===== src/design/nnu_pkg.sv =====
// ----------------------------------------------------------------------------
// Nearest-neighbor upsampler package
// Shared widths, register indexes, size clamps and the structs passed between
// the front end, the work queue and the copy generator.
// ----------------------------------------------------------------------------
package nnu_pkg;

   localparam int MAX_DIM      = 1024;
   localparam int MAX_CHANNELS = 1024;
   localparam int MAX_BATCH    = 16;
   localparam int MAX_STRIDE   = 8;

   localparam int SAMPLE_W = 16;
   localparam int GAIN_W   = 16;
   localparam int PROD_W   = SAMPLE_W + GAIN_W + 1;
   localparam int INDEX_W  = 40;
   localparam int CSR_IDX_W  = 3;
   localparam int CSR_DATA_W = 16;

   localparam int DIM_W    = 11;
   localparam int BATCH_W  = 5;
   localparam int STRIDE_W = 4;
   localparam int COUNT_W  = 10;
   localparam int BIDX_W   = 4;
   localparam int SUB_W    = 3;
   localparam int LINE_W   = 14;
   localparam int ROWSTEP_W = 17;
   localparam int PLANE_W  = 27;
   localparam int COLBASE_W = 13;
   localparam int ROWBASE_W = 26;

   localparam logic [CSR_IDX_W-1:0] CSR_IN_WIDTH       = 3'd0;
   localparam logic [CSR_IDX_W-1:0] CSR_IN_HEIGHT      = 3'd1;
   localparam logic [CSR_IDX_W-1:0] CSR_CHANNEL_COUNT  = 3'd2;
   localparam logic [CSR_IDX_W-1:0] CSR_BATCH_COUNT    = 3'd3;
   localparam logic [CSR_IDX_W-1:0] CSR_UPSCALE_FACTOR = 3'd4;
   localparam logic [CSR_IDX_W-1:0] CSR_GAIN           = 3'd5;

   typedef struct packed {
      logic [STRIDE_W-1:0] stride;
      logic [LINE_W-1:0]   line_step;
   } geom_type;

   typedef struct packed {
      logic signed [PROD_W-1:0] prod;
      logic [INDEX_W-1:0]       start_index;
      logic                     last_sample;
   } entry_type;

   function automatic logic [DIM_W-1:0] clamp_dim(input logic [DIM_W-1:0] v);
      logic [DIM_W-1:0] r;
      if (v == '0) begin
         r = DIM_W'(1);
      end else if (v > DIM_W'(MAX_DIM)) begin
         r = DIM_W'(MAX_DIM);
      end else begin
         r = v;
      end
      return r;
   endfunction

   function automatic logic [BATCH_W-1:0] clamp_batch(input logic [BATCH_W-1:0] v);
      logic [BATCH_W-1:0] r;
      if (v == '0) begin
         r = BATCH_W'(1);
      end else if (v > BATCH_W'(MAX_BATCH)) begin
         r = BATCH_W'(MAX_BATCH);
      end else begin
         r = v;
      end
      return r;
   endfunction

   function automatic logic [STRIDE_W-1:0] clamp_stride(input logic [STRIDE_W-1:0] v);
      logic [STRIDE_W-1:0] r;
      if (v == '0) begin
         r = STRIDE_W'(1);
      end else if (v > STRIDE_W'(MAX_STRIDE)) begin
         r = STRIDE_W'(MAX_STRIDE);
      end else begin
         r = v;
      end
      return r;
   endfunction

endpackage


===== src/design/nnu_front.sv =====
// ----------------------------------------------------------------------------
// Nearest-neighbor upsampler front end
// Holds the configuration, tracks the raster position of the next sample,
// scales the sample and forms the index of its first copy.
// ----------------------------------------------------------------------------
module nnu_front (
   input  logic                                  clock,
   input  logic                                  reset,
   input  logic                                  csr_write_enable,
   input  logic [nnu_pkg::CSR_IDX_W-1:0]         csr_index,
   input  logic [nnu_pkg::CSR_DATA_W-1:0]        csr_write_data,
   input  logic                                  req_valid,
   output logic                                  req_ready,
   input  logic signed [nnu_pkg::SAMPLE_W-1:0]   req_sample,
   output logic                                  push_valid,
   input  logic                                  push_ready,
   output nnu_pkg::entry_type                    push_entry,
   output nnu_pkg::geom_type                     geom
);

   logic [nnu_pkg::DIM_W-1:0]      width_ff, height_ff, chans_ff;
   logic [nnu_pkg::BATCH_W-1:0]    batches_ff;
   logic [nnu_pkg::STRIDE_W-1:0]   stride_ff;
   logic [nnu_pkg::GAIN_W-1:0]     gain_ff;
   logic [nnu_pkg::LINE_W-1:0]     line_step_ff;
   logic [nnu_pkg::ROWSTEP_W-1:0]  row_step_ff;
   logic [nnu_pkg::PLANE_W-1:0]    plane_ff;
   logic [1:0]                     settle_ff;

   logic [nnu_pkg::COUNT_W-1:0]    col_ff, row_ff, chan_ff;
   logic [nnu_pkg::BIDX_W-1:0]     batch_ff;
   logic [nnu_pkg::COLBASE_W-1:0]  col_base_ff;
   logic [nnu_pkg::ROWBASE_W-1:0]  row_base_ff;
   logic [nnu_pkg::INDEX_W-1:0]    plane_base_ff;

   logic                           out_valid_ff;
   nnu_pkg::entry_type             out_entry_ff;

   logic                           accept;
   logic                           col_last, row_last, chan_last, batch_last;
   logic                           csr_hit;
   logic signed [nnu_pkg::GAIN_W:0] gain_s;
   nnu_pkg::entry_type             entry_in;

   assign csr_hit = csr_write_enable && (csr_index <= nnu_pkg::CSR_GAIN);
   assign req_ready = (settle_ff == 2'd0) && (!out_valid_ff || push_ready);
   assign accept = req_valid && req_ready;

   assign col_last   = ({1'b0, col_ff} == width_ff - 1'b1);
   assign row_last   = ({1'b0, row_ff} == height_ff - 1'b1);
   assign chan_last  = ({1'b0, chan_ff} == chans_ff - 1'b1);
   assign batch_last = ({1'b0, batch_ff} == batches_ff - 1'b1);

   assign gain_s = $signed({1'b0, gain_ff});

   always_comb begin
      entry_in.prod = req_sample * gain_s;
      entry_in.start_index = plane_base_ff
                           + nnu_pkg::INDEX_W'(row_base_ff)
                           + nnu_pkg::INDEX_W'(col_base_ff);
      entry_in.last_sample = col_last && row_last && chan_last && batch_last;
   end

   always_ff @(posedge clock) begin
      line_step_ff <= nnu_pkg::LINE_W'(width_ff * stride_ff);
      row_step_ff  <= nnu_pkg::ROWSTEP_W'(line_step_ff * stride_ff);
      plane_ff     <= nnu_pkg::PLANE_W'(row_step_ff * height_ff);
      if (accept) begin
         out_entry_ff <= entry_in;
      end
   end

   always_ff @(posedge clock) begin
      if (reset) begin
         width_ff      <= nnu_pkg::DIM_W'(1);
         height_ff     <= nnu_pkg::DIM_W'(1);
         chans_ff      <= nnu_pkg::DIM_W'(1);
         batches_ff    <= nnu_pkg::BATCH_W'(1);
         stride_ff     <= nnu_pkg::STRIDE_W'(2);
         gain_ff       <= nnu_pkg::GAIN_W'(256);
         settle_ff     <= 2'd3;
         col_ff        <= '0;
         row_ff        <= '0;
         chan_ff       <= '0;
         batch_ff      <= '0;
         col_base_ff   <= '0;
         row_base_ff   <= '0;
         plane_base_ff <= '0;
         out_valid_ff  <= 1'b0;
      end else begin
         if (csr_hit) begin
            unique case (csr_index)
               nnu_pkg::CSR_IN_WIDTH: begin
                  width_ff <= nnu_pkg::clamp_dim(csr_write_data[nnu_pkg::DIM_W-1:0]);
               end
               nnu_pkg::CSR_IN_HEIGHT: begin
                  height_ff <= nnu_pkg::clamp_dim(csr_write_data[nnu_pkg::DIM_W-1:0]);
               end
               nnu_pkg::CSR_CHANNEL_COUNT: begin
                  chans_ff <= nnu_pkg::clamp_dim(csr_write_data[nnu_pkg::DIM_W-1:0]);
               end
               nnu_pkg::CSR_BATCH_COUNT: begin
                  batches_ff <= nnu_pkg::clamp_batch(csr_write_data[nnu_pkg::BATCH_W-1:0]);
               end
               nnu_pkg::CSR_UPSCALE_FACTOR: begin
                  stride_ff <= nnu_pkg::clamp_stride(csr_write_data[nnu_pkg::STRIDE_W-1:0]);
               end
               default: begin
                  gain_ff <= csr_write_data;
               end
            endcase
            settle_ff     <= 2'd3;
            col_ff        <= '0;
            row_ff        <= '0;
            chan_ff       <= '0;
            batch_ff      <= '0;
            col_base_ff   <= '0;
            row_base_ff   <= '0;
            plane_base_ff <= '0;
         end else begin
            if (settle_ff != 2'd0) begin
               settle_ff <= settle_ff - 2'd1;
            end
            if (accept) begin
               if (!col_last) begin
                  col_ff      <= col_ff + 1'b1;
                  col_base_ff <= col_base_ff + nnu_pkg::COLBASE_W'(stride_ff);
               end else begin
                  col_ff      <= '0;
                  col_base_ff <= '0;
                  if (!row_last) begin
                     row_ff      <= row_ff + 1'b1;
                     row_base_ff <= row_base_ff + nnu_pkg::ROWBASE_W'(row_step_ff);
                  end else begin
                     row_ff      <= '0;
                     row_base_ff <= '0;
                     if (!chan_last) begin
                        chan_ff       <= chan_ff + 1'b1;
                        plane_base_ff <= plane_base_ff + nnu_pkg::INDEX_W'(plane_ff);
                     end else begin
                        chan_ff <= '0;
                        if (!batch_last) begin
                           batch_ff      <= batch_ff + 1'b1;
                           plane_base_ff <= plane_base_ff + nnu_pkg::INDEX_W'(plane_ff);
                        end else begin
                           batch_ff      <= '0;
                           plane_base_ff <= '0;
                        end
                     end
                  end
               end
            end
         end
         if (accept) begin
            out_valid_ff <= 1'b1;
         end else if (push_ready) begin
            out_valid_ff <= 1'b0;
         end
      end
   end

   assign push_valid     = out_valid_ff;
   assign push_entry     = out_entry_ff;
   assign geom.stride    = stride_ff;
   assign geom.line_step = line_step_ff;

endmodule


===== src/design/nnu_queue.sv =====
// ----------------------------------------------------------------------------
// Nearest-neighbor upsampler work queue
// Two-entry first-in first-out buffer between the front end and the copy
// generator, so that either side can stall without holding up the other.
// ----------------------------------------------------------------------------
module nnu_queue (
   input  logic                clock,
   input  logic                reset,
   input  logic                wr_valid,
   output logic                wr_ready,
   input  nnu_pkg::entry_type  wr_entry,
   output logic                rd_valid,
   input  logic                rd_ready,
   output nnu_pkg::entry_type  rd_entry
);

   nnu_pkg::entry_type slots_ff [2];
   logic               wr_ptr_ff, rd_ptr_ff;
   logic [1:0]         count_ff;
   logic               push, pop;

   assign wr_ready = (count_ff != 2'd2);
   assign rd_valid = (count_ff != 2'd0);
   assign push     = wr_valid && wr_ready;
   assign pop      = rd_valid && rd_ready;
   assign rd_entry = slots_ff[rd_ptr_ff];

   always_ff @(posedge clock) begin
      if (push) begin
         slots_ff[wr_ptr_ff] <= wr_entry;
      end
   end

   always_ff @(posedge clock) begin
      if (reset) begin
         wr_ptr_ff <= 1'b0;
         rd_ptr_ff <= 1'b0;
         count_ff  <= 2'd0;
      end else begin
         if (push) begin
            wr_ptr_ff <= !wr_ptr_ff;
         end
         if (pop) begin
            rd_ptr_ff <= !rd_ptr_ff;
         end
         if (push && !pop) begin
            count_ff <= count_ff + 2'd1;
         end else if (pop && !push) begin
            count_ff <= count_ff - 2'd1;
         end
      end
   end

endmodule


===== src/design/nnu_back.sv =====
// ----------------------------------------------------------------------------
// Nearest-neighbor upsampler copy generator
// Takes one queued sample at a time, saturates its scaled value and walks the
// stride by stride output block, presenting one copy per word.
// ----------------------------------------------------------------------------
module nnu_back (
   input  logic                                  clock,
   input  logic                                  reset,
   input  nnu_pkg::geom_type                     geom,
   input  logic                                  pop_valid,
   output logic                                  pop_ready,
   input  nnu_pkg::entry_type                    pop_entry,
   output logic                                  rsp_valid,
   input  logic                                  rsp_ready,
   output logic [nnu_pkg::INDEX_W-1:0]           rsp_out_index,
   output logic signed [nnu_pkg::SAMPLE_W-1:0]   rsp_value,
   output logic                                  rsp_last_copy,
   output logic                                  rsp_tensor_done
);

   logic                                valid_ff;
   logic [nnu_pkg::INDEX_W-1:0]         index_ff, line_ff;
   logic signed [nnu_pkg::SAMPLE_W-1:0] value_ff;
   logic                                last_sample_ff;
   logic [nnu_pkg::SUB_W-1:0]           dx_ff, dy_ff;

   logic                                last_copy, row_end, load;
   logic signed [nnu_pkg::PROD_W-9:0]   shifted;
   logic signed [nnu_pkg::SAMPLE_W-1:0] value_in;
   logic [nnu_pkg::INDEX_W-1:0]         next_line;

   assign row_end   = ({1'b0, dx_ff} == geom.stride - 1'b1);
   assign last_copy = row_end && ({1'b0, dy_ff} == geom.stride - 1'b1);
   assign load      = pop_valid && (!valid_ff || (rsp_ready && last_copy));
   assign pop_ready = load;
   assign next_line = line_ff + nnu_pkg::INDEX_W'(geom.line_step);

   assign shifted = pop_entry.prod[nnu_pkg::PROD_W-1:8];

   always_comb begin
      if (!shifted[nnu_pkg::PROD_W-9] && (|shifted[nnu_pkg::PROD_W-10:nnu_pkg::SAMPLE_W-1])) begin
         value_in = {1'b0, {(nnu_pkg::SAMPLE_W-1){1'b1}}};
      end else if (shifted[nnu_pkg::PROD_W-9]
                   && !(&shifted[nnu_pkg::PROD_W-10:nnu_pkg::SAMPLE_W-1])) begin
         value_in = {1'b1, {(nnu_pkg::SAMPLE_W-1){1'b0}}};
      end else begin
         value_in = shifted[nnu_pkg::SAMPLE_W-1:0];
      end
   end

   always_ff @(posedge clock) begin
      if (load) begin
         index_ff       <= pop_entry.start_index;
         line_ff        <= pop_entry.start_index;
         value_ff       <= value_in;
         last_sample_ff <= pop_entry.last_sample;
      end else if (valid_ff && rsp_ready && !last_copy) begin
         if (!row_end) begin
            index_ff <= index_ff + 1'b1;
         end else begin
            index_ff <= next_line;
            line_ff  <= next_line;
         end
      end
   end

   always_ff @(posedge clock) begin
      if (reset) begin
         valid_ff <= 1'b0;
         dx_ff    <= '0;
         dy_ff    <= '0;
      end else begin
         if (load) begin
            valid_ff <= 1'b1;
            dx_ff    <= '0;
            dy_ff    <= '0;
         end else if (valid_ff && rsp_ready) begin
            if (last_copy) begin
               valid_ff <= 1'b0;
            end else if (!row_end) begin
               dx_ff <= dx_ff + 1'b1;
            end else begin
               dx_ff <= '0;
               dy_ff <= dy_ff + 1'b1;
            end
         end
      end
   end

   assign rsp_valid       = valid_ff;
   assign rsp_out_index   = index_ff;
   assign rsp_value       = value_ff;
   assign rsp_last_copy   = last_copy;
   assign rsp_tensor_done = last_copy && last_sample_ff;

endmodule


===== src/design/nearest_neighbor_upsampler.sv =====
// ----------------------------------------------------------------------------
// Nearest-neighbor upsampler
// Forward nearest-neighbor upsampling of a batched multi-channel tensor.
// ----------------------------------------------------------------------------
// Input samples arrive on the req channel in raster order: batch, channel,
// row, column. Each sample produces S*S words on the rsp channel, where S is
// the upscale factor, sub-row by sub-row and left to right within a sub-row.
// Each word carries the linear output index, the sample times gain in Q8.8
// with saturation, and flags for the last copy of the sample and of the tensor.
// An accepted sample passes the front-end output register and a queue slot
// before the copy generator loads it and shows its first copy. It emits one
// word per cycle while rsp_ready is high; a two-entry queue lets the front
// end take new samples while copies drain. When the receiver stalls, the
// current word holds and the queue fills, after which req_ready drops. A csr
// write to index 0 to 5 takes effect on any cycle and rewinds the raster
// position; indexes 6 and 7 are ignored. After such a write, and after reset,
// req_ready stays low while the line step, row step and plane size are
// recomputed. Reset restores the default sizes, factor two and unity gain.
// ----------------------------------------------------------------------------
module nearest_neighbor_upsampler (
   input  logic                                  clock,
   input  logic                                  reset,
   input  logic                                  csr_write_enable,
   input  logic [nnu_pkg::CSR_IDX_W-1:0]         csr_index,
   input  logic [nnu_pkg::CSR_DATA_W-1:0]        csr_write_data,
   input  logic                                  req_valid,
   output logic                                  req_ready,
   input  logic signed [nnu_pkg::SAMPLE_W-1:0]   req_sample,
   output logic                                  rsp_valid,
   input  logic                                  rsp_ready,
   output logic [nnu_pkg::INDEX_W-1:0]           rsp_out_index,
   output logic signed [nnu_pkg::SAMPLE_W-1:0]   rsp_value,
   output logic                                  rsp_last_copy,
   output logic                                  rsp_tensor_done
);

   nnu_pkg::geom_type  geom;
   nnu_pkg::entry_type push_entry, pop_entry;
   logic               push_valid, push_ready, pop_valid, pop_ready;

   nnu_front u_front (
      .clock            (clock),
      .reset            (reset),
      .csr_write_enable (csr_write_enable),
      .csr_index        (csr_index),
      .csr_write_data   (csr_write_data),
      .req_valid        (req_valid),
      .req_ready        (req_ready),
      .req_sample       (req_sample),
      .push_valid       (push_valid),
      .push_ready       (push_ready),
      .push_entry       (push_entry),
      .geom             (geom)
   );

   nnu_queue u_queue (
      .clock    (clock),
      .reset    (reset),
      .wr_valid (push_valid),
      .wr_ready (push_ready),
      .wr_entry (push_entry),
      .rd_valid (pop_valid),
      .rd_ready (pop_ready),
      .rd_entry (pop_entry)
   );

   nnu_back u_back (
      .clock           (clock),
      .reset           (reset),
      .geom            (geom),
      .pop_valid       (pop_valid),
      .pop_ready       (pop_ready),
      .pop_entry       (pop_entry),
      .rsp_valid       (rsp_valid),
      .rsp_ready       (rsp_ready),
      .rsp_out_index   (rsp_out_index),
      .rsp_value       (rsp_value),
      .rsp_last_copy   (rsp_last_copy),
      .rsp_tensor_done (rsp_tensor_done)
   );

endmodule


===== config.mk =====
export PLATFORM = sky130hd
export DESIGN_NAME = nearest_neighbor_upsampler
export DESIGN_NICKNAME = d
export VERILOG_FILES = /design/src/design/nnu_pkg.sv /design/src/design/nnu_front.sv /design/src/design/nnu_queue.sv /design/src/design/nnu_back.sv /design/src/design/nearest_neighbor_upsampler.sv
export SDC_FILE = /design/constraint.sdc
export NUM_CORES = 2
export LEC_CHECK = 0
export BUFFER_PORTS_ARGS = -buffer_cell sky130_fd_sc_hd__buf_4
export CORE_MARGIN = 4
export CORE_UTILIZATION = 60
export CTS_CLUSTER_SIZE = 24
export DETAILED_ROUTE_END_ITERATION = 7
export PLACE_DENSITY = 0.8
export RECOVER_POWER = 25
export SLEW_MARGIN = 25
export SYNTH_ARGS = -nofsm -noshare
export SYNTH_HDL_FRONTEND = slang
export SYNTH_SLANG_ARGS = --single-unit

===== constraint.sdc =====
create_clock -name clock -period 11.6 [get_ports clock]
set_clock_uncertainty 0.05 [all_clocks]
set_input_delay 1.16 -clock clock [delete_from_list [all_inputs] [get_ports clock]]
set_output_delay 1.16 -clock clock [all_outputs]
set_load 0.1 [all_outputs]

Word level (Yosys, flattened, before mapping)
Memory sizes are Yosys's and may differ from the RTL's. A register that Yosys moved wholly into a read port is not among the register bits.
Cells that the tools add are included.
- equality and inequality tests: 11
- reduce and logical (&&, ||, !) cells: 60
- bitwise operators: 2
- order comparisons: 4
- multiplexer cells: 33
- multiply operators: 4
- add/subtract/negate cells: 21
- operator list (kind ; count):
    40-bit 2-to-1 mux ; 8
    40-bit by 1-bit adder with 40-bit output (second input constant) ; 1
    40-bit by 13-bit adder with 40-bit output ; 1
    40-bit by 14-bit adder with 40-bit output ; 1
    40-bit by 26-bit adder with 40-bit output ; 1
    40-bit by 27-bit adder with 40-bit output ; 1
    10-bit by 11-bit equality test with 1-bit output ; 3
    16-bit by 17-bit multiplier with 33-bit output ; 1
    11-bit by 1-bit subtractor with 11-bit output (second input constant) ; 3
    10-bit by 1-bit adder with 10-bit output (second input constant) ; 3
    10-bit 2-to-1 mux ; 3
    17-bit by 11-bit multiplier with 27-bit output ; 1
    26-bit by 17-bit adder with 26-bit output ; 1
    26-bit 2-to-1 mux ; 1
    11-bit 2-to-1 mux ; 2
    2-bit AND reduction ; 10
    1-bit logical AND ; 18
    14-bit by 4-bit multiplier with 17-bit output ; 1
    16-bit 2-to-1 mux ; 1
    2-bit nonzero test ; 8
    11-bit by 4-bit multiplier with 14-bit output ; 1
    13-bit by 4-bit adder with 13-bit output ; 1
    13-bit 2-to-1 mux ; 1
    4-bit 2-to-1 mux ; 3
    34 further kinds ; 60
- logic and storage cells: 167
- output and inout port bits: 60
- memories kept: 1
- input bits: 40
- memory bits (writable): 148
- flip-flop bits (word level): 414
- memory list (name ; depth ; bits a word ; read ports ; clocked after memory_dff ; write ports ; RTL line ; source):
    u_queue.slots_ff ; 2 ; 74 ; 1 ; 1 ; 1 ; nnu_queue.sv:17 ; nnu_pkg::entry_type slots_ff [2];

Depth between registers and ports, before layout
- depth after elaboration: 10
- mapped depth: 23
- gate-level depth less buffers: 22

Modules after synthesis
From an unflattened synthesis, not the netlist that was laid out.
- cells, all modules: 4733
- area, all modules: 45593.7 um2
- by module, submodules not included (module ; cells each ; times used ; sequential area each (um2) ; area each (um2)):
    nnu_front ; 3710 ; 1 ; 6866.6 ; 32874.0
    nnu_back ; 769 ; 1 ; 3052.9 ; 7139.3
    nnu_queue ; 254 ; 1 ; 4544.4 ; 5580.4

Worst setup path before layout
Ideal clock, no wire load.
- kind: input -> register
- start: input req_sample[7] (netlist name)
- end: register u_front.out_entry_ff, in the netlist u_front.push_entry[67], data pin
- setup slack: 4.559 ns
- arrival time: 6.729 ns
- required time: 11.288 ns
- buffers on the path: 1
- cell stages on the path: 21
- library setup time: 0.262 ns
- cells stage by stage: clkbuf_1 > nand2_1 > fa_1 > inv_1 > fa_1 > inv_1 > fa_1 > inv_1 > fa_1 > fa_1 > fa_1 > ha_1 > and2_1 > and3_1 > a221oi_1 > nand3_1 > a31oi_1 > o21ai_0 > a21oi_1 > o21bai_1 > xor2_1
- RTL lines (what ; RTL line ; source):
    start, declared ; nearest_neighbor_upsampler.sv:28 ; input logic signed [nnu_pkg::SAMPLE_W-1:0] req_sample,
    end signal, assigned ; nnu_front.sv:69 ; out_entry_ff <= entry_in;
    end, declared ; nnu_front.sv:37 ; nnu_pkg::entry_type out_entry_ff;

==> run metrics <==
run status=finished, violations left; failing checks=max-capacitance violations, max-slew violations; Worst path top cell family by delay=adder cells; Ports=100; synthesized instance count=4409; post-layout util=65.77%; stages on the worst setup path=20; Final Worst Setup Slack=4.478 ns; DRC Markers=0; Worst-Margin Slew=3.863 ns; Final Critical Period=7.122 ns; number of global-route vias before repair=32320; Cell Rows=97; leakage power=20.10 nW; met3 Use GR=3.419%; die width=274.8 µm; post-synth cell types=84; GRT busiest layer=met2; gr usage total=27.15%; largest family of logic cells by synthesized area=adder cells; Initial Utilization=60.80%; CTS Hold Bufs=0; final WL=101900 µm; power per cell area=142.1 mW/mm²; register area share after synthesis=32.17%; setup TNS=0 ns; Synth Register Bits=539; crit-path most repeated cell=fa_1; Final GP Congestion=0.9418; port buffer count=99; first-pass GRT wire length=166500 µm; first-pass iteration count of the detailed router=6; Core Region=0.07027 mm²; syn nets=5169; pin count of the biggest net entering global routing=83; WHS=0.3909 ns; period utilisation layout=61.40%; via count=31760; clock buffer depth=3; data arrival time of the worst path=7.38 ns; mux share of post-synthesis cell area=1.625%; commonest non-fill, non-tap cell in the layout=nand2_1; Hold Path Class=register to register; clk sinks=539; CP startpoint kind=register; slew margin rel.=-157.5%; Vias/cell=5.861; setup violators final=0; Root Driver=clkbuf_16; max-slew violations=178; P&R area growth vs syn=8.177%; non-filler cells, final=5418; Max Cap Viol=3; fillers=5373; die height=274.8 µm; Worst Hold End=u_queue.slots_ff[1][35]$_DFFE_PP_; Main synth FF type=edfxtp_1; FF/Latch Area=0.01374 mm²; Final HPWL DP=76710 µm; Post-Synth XOR/XNOR Area=6.150%; Diodes inserted=0; ys async rst share=0%; critical path peak fanout=17; average size of a mapped cell=9.690 µm²; worst r2r dst=u_front.push_entry[67]$_DFFE_PP_; DRT iter0 DRCs=2715; Routed wire per std cell=18.81 µm; Worst VDD drop=266.4 µV; crit-path cells=nand2_1 -> fa_1 -> inv_1 -> fa_1 -> inv_1 -> fa_1 -> inv_1 -> fa_1 -> fa_1 -> fa_1 -> ha_1 -> and2_1 -> and3_1 -> a221oi_1 -> nand3_1 -> a31oi_1 -> o21ai_0 -> a21oi_1 -> o21bai_1 -> xor2_1; RSZ-0062 raised after global routing=no; crit path buf inv count=3; Crit-path slowest cell=dfxtp_1; Compound-Gate Fraction of Synth Area=9.799%; CTS Buf Count=55; Hold Startpoint=u_front.push_entry[35]$_DFFE_PP_; share of cells above drive strength 1=6.476%; cell count after placement=5315; fin nets=5193; number of H-tree levels=2; fmax=140.4 MHz; TritonCTS clock tree=yes; most frequent cells in the layout=nand2_1 (596), inv_1 (497), fa_1 (386); Netlist Area Pre-Place=0.04272 mm²; Worst-path clk slew=0.06 ns; WS Path Type=register to register; DRT antenna net count=0; CP peak stage delay=0.82 ns; total setup buffers inserted after CTS=0; Final Hold Fails=0; Synth Area in Simple Gates=16.49%; Post-synth EDFFs=295; initial antenna violation count=3; M1 GR Usage=37.00%; die area=0.07554 mm²; Req. time, crit path=11.86 ns; M2 GR Usage=45.70%; post-cts resize count=0; Ys Warns=0; WHS Path Cells=0; GRT Residual Overflow=0; footprint of the multi-input gates=0.02652 mm²; worst reg-to-reg setup slack=4.48 ns; Worst R2R Path Depth=20; DP Worst Slack=4.173 ns; Worst-Skew Late Latency=0.64 ns; crit end category=register; r2r startpoint=u_front.gain_ff[7]$_SDFFE_PP0P_; Synth Area in Adders=27.87%
-- area by class of cell --
type,count,share of cell area [%]
clock buffers,69,3.265
clock inverters,33,0.9313
inverters,500,4.061
multi-input cells,3207,57.38
flip-flops and latches,539,29.74
well taps,940,2.545
repair buffers,130,2.079
-- where the power goes --
part | total, W | internal, W | switching [W] | leakage (nW)
registers | 0.00255 | 0.00236 | 0.000196 | 4.58
clock network | 0.00187 | 0.00109 | 0.000784 | 0.946
logic | 0.00214 | 0.000611 | 0.00153 | 14.6
-- logic make-up after synthesis --
family,after synthesis
XOR/XNOR,300
AO/OA/AOI/OAI,673
AND/OR/NAND/NOR,1449
flip-flops,539
multiplexers,65
buffers and inverters,663
adder cells (fa/ha/maj),720
-- flip-flops by register name, indices dropped and copies added, names as in the netlist, 13 cells and up, named ones only --
name and flops:
u_queue.slots_ff 132, u_front.push_entry 66, u_back.line_ff 40, u_back.rsp_out_index 40, u_front.plane_base_ff 40, u_front.plane_ff 27, u_front.row_base_ff 26, u_front.row_step_ff 17
u_back.rsp_value 16, u_front.gain_ff 16, u_front.line_step_ff 14, u_front.col_base_ff 13
-- cell usage after synthesis (6+ instances only) --
library cell / instances / area share [%]
and2_1: 234 / 3.4
nor2_1: 214 / 1.9
o31a_1: 7 / 0.14
edfxtp_1: 295 / 21
fa_1: 386 / 18
a211o_1: 7 / 0.14
and4_1: 6 / 0.12
inv_1: 499 / 4.4
a211oi_1: 30 / 0.53
mux2_2: 25 / 0.66
or2_2: 13 / 0.19
xnor2_1: 183 / 3.8
or3_1: 35 / 0.51
nand3b_1: 6 / 0.11
buf_2: 7 / 0.082
nor2b_1: 40 / 0.59
and3_1: 41 / 0.60
ha_1: 334 / 9.8
a221oi_1: 10 / 0.20
nand2_1: 597 / 5.2
a31oi_1: 15 / 0.22
nand2b_1: 22 / 0.32
o31ai_1: 10 / 0.18
a21o_1: 51 / 0.90
dfxtp_1: 244 / 11
a21oi_1: 221 / 2.6
o21ai_0: 169 / 2.0
nor3_1: 57 / 0.67
o211ai_1: 17 / 0.30
a22o_1: 18 / 0.37
buf_1: 10 / 0.088
nand4b_1: 6 / 0.12
nor3b_1: 16 / 0.28
nand4_1: 37 / 0.54
o221ai_1: 16 / 0.33
xor2_1: 117 / 2.4
nor4_1: 8 / 0.12
nand3_1: 86 / 1.0
or4_1: 8 / 0.14
clkbuf_1: 142 / 1.2
o21bai_1: 23 / 0.40
o21a_1: 23 / 0.40
mux2i_1: 39 / 0.91
-- metal layers --
layer / part of all wire [%] / vias up
li1: - / 14790
met5: 0 / -
met3: 7.1 / 204
met1: 42 / 15610
met4: 3.1 / 0
met2: 48 / 1151
-- worst max-delay path by stage --
| stage | to | from |
|---|---|---|
| after floorplan | u_front.push_entry[67]$_DFFE_PP_ | req_sample[7] |
| after global placement | u_front.push_entry[67]$_DFFE_PP_ | req_sample[6] |
| after detailed placement | u_front.push_entry[67]$_DFFE_PP_ | req_sample[6] |
| after CTS | u_front.push_entry[67]$_DFFE_PP_ | u_front.gain_ff[7]$_SDFFE_PP0P_ |
| after global routing | u_front.push_entry[67]$_DFFE_PP_ | u_front.gain_ff[9]$_SDFFE_PP0P_ |
| final | u_front.push_entry[67]$_DFFE_PP_ | u_front.gain_ff[7]$_SDFFE_PP0P_ |
-- through the flow --
step | cell area (µm²) | total power [W]
floorplan | 42720 | 0.004180
global placement | 44260 | 0.004652
detailed placement | 44280 | 0.004702
CTS | 46220 | 0.006581
global route | 46220 | 0.006851
finish | 46220 | 0.006565
(Power assumes the default switching activity.)
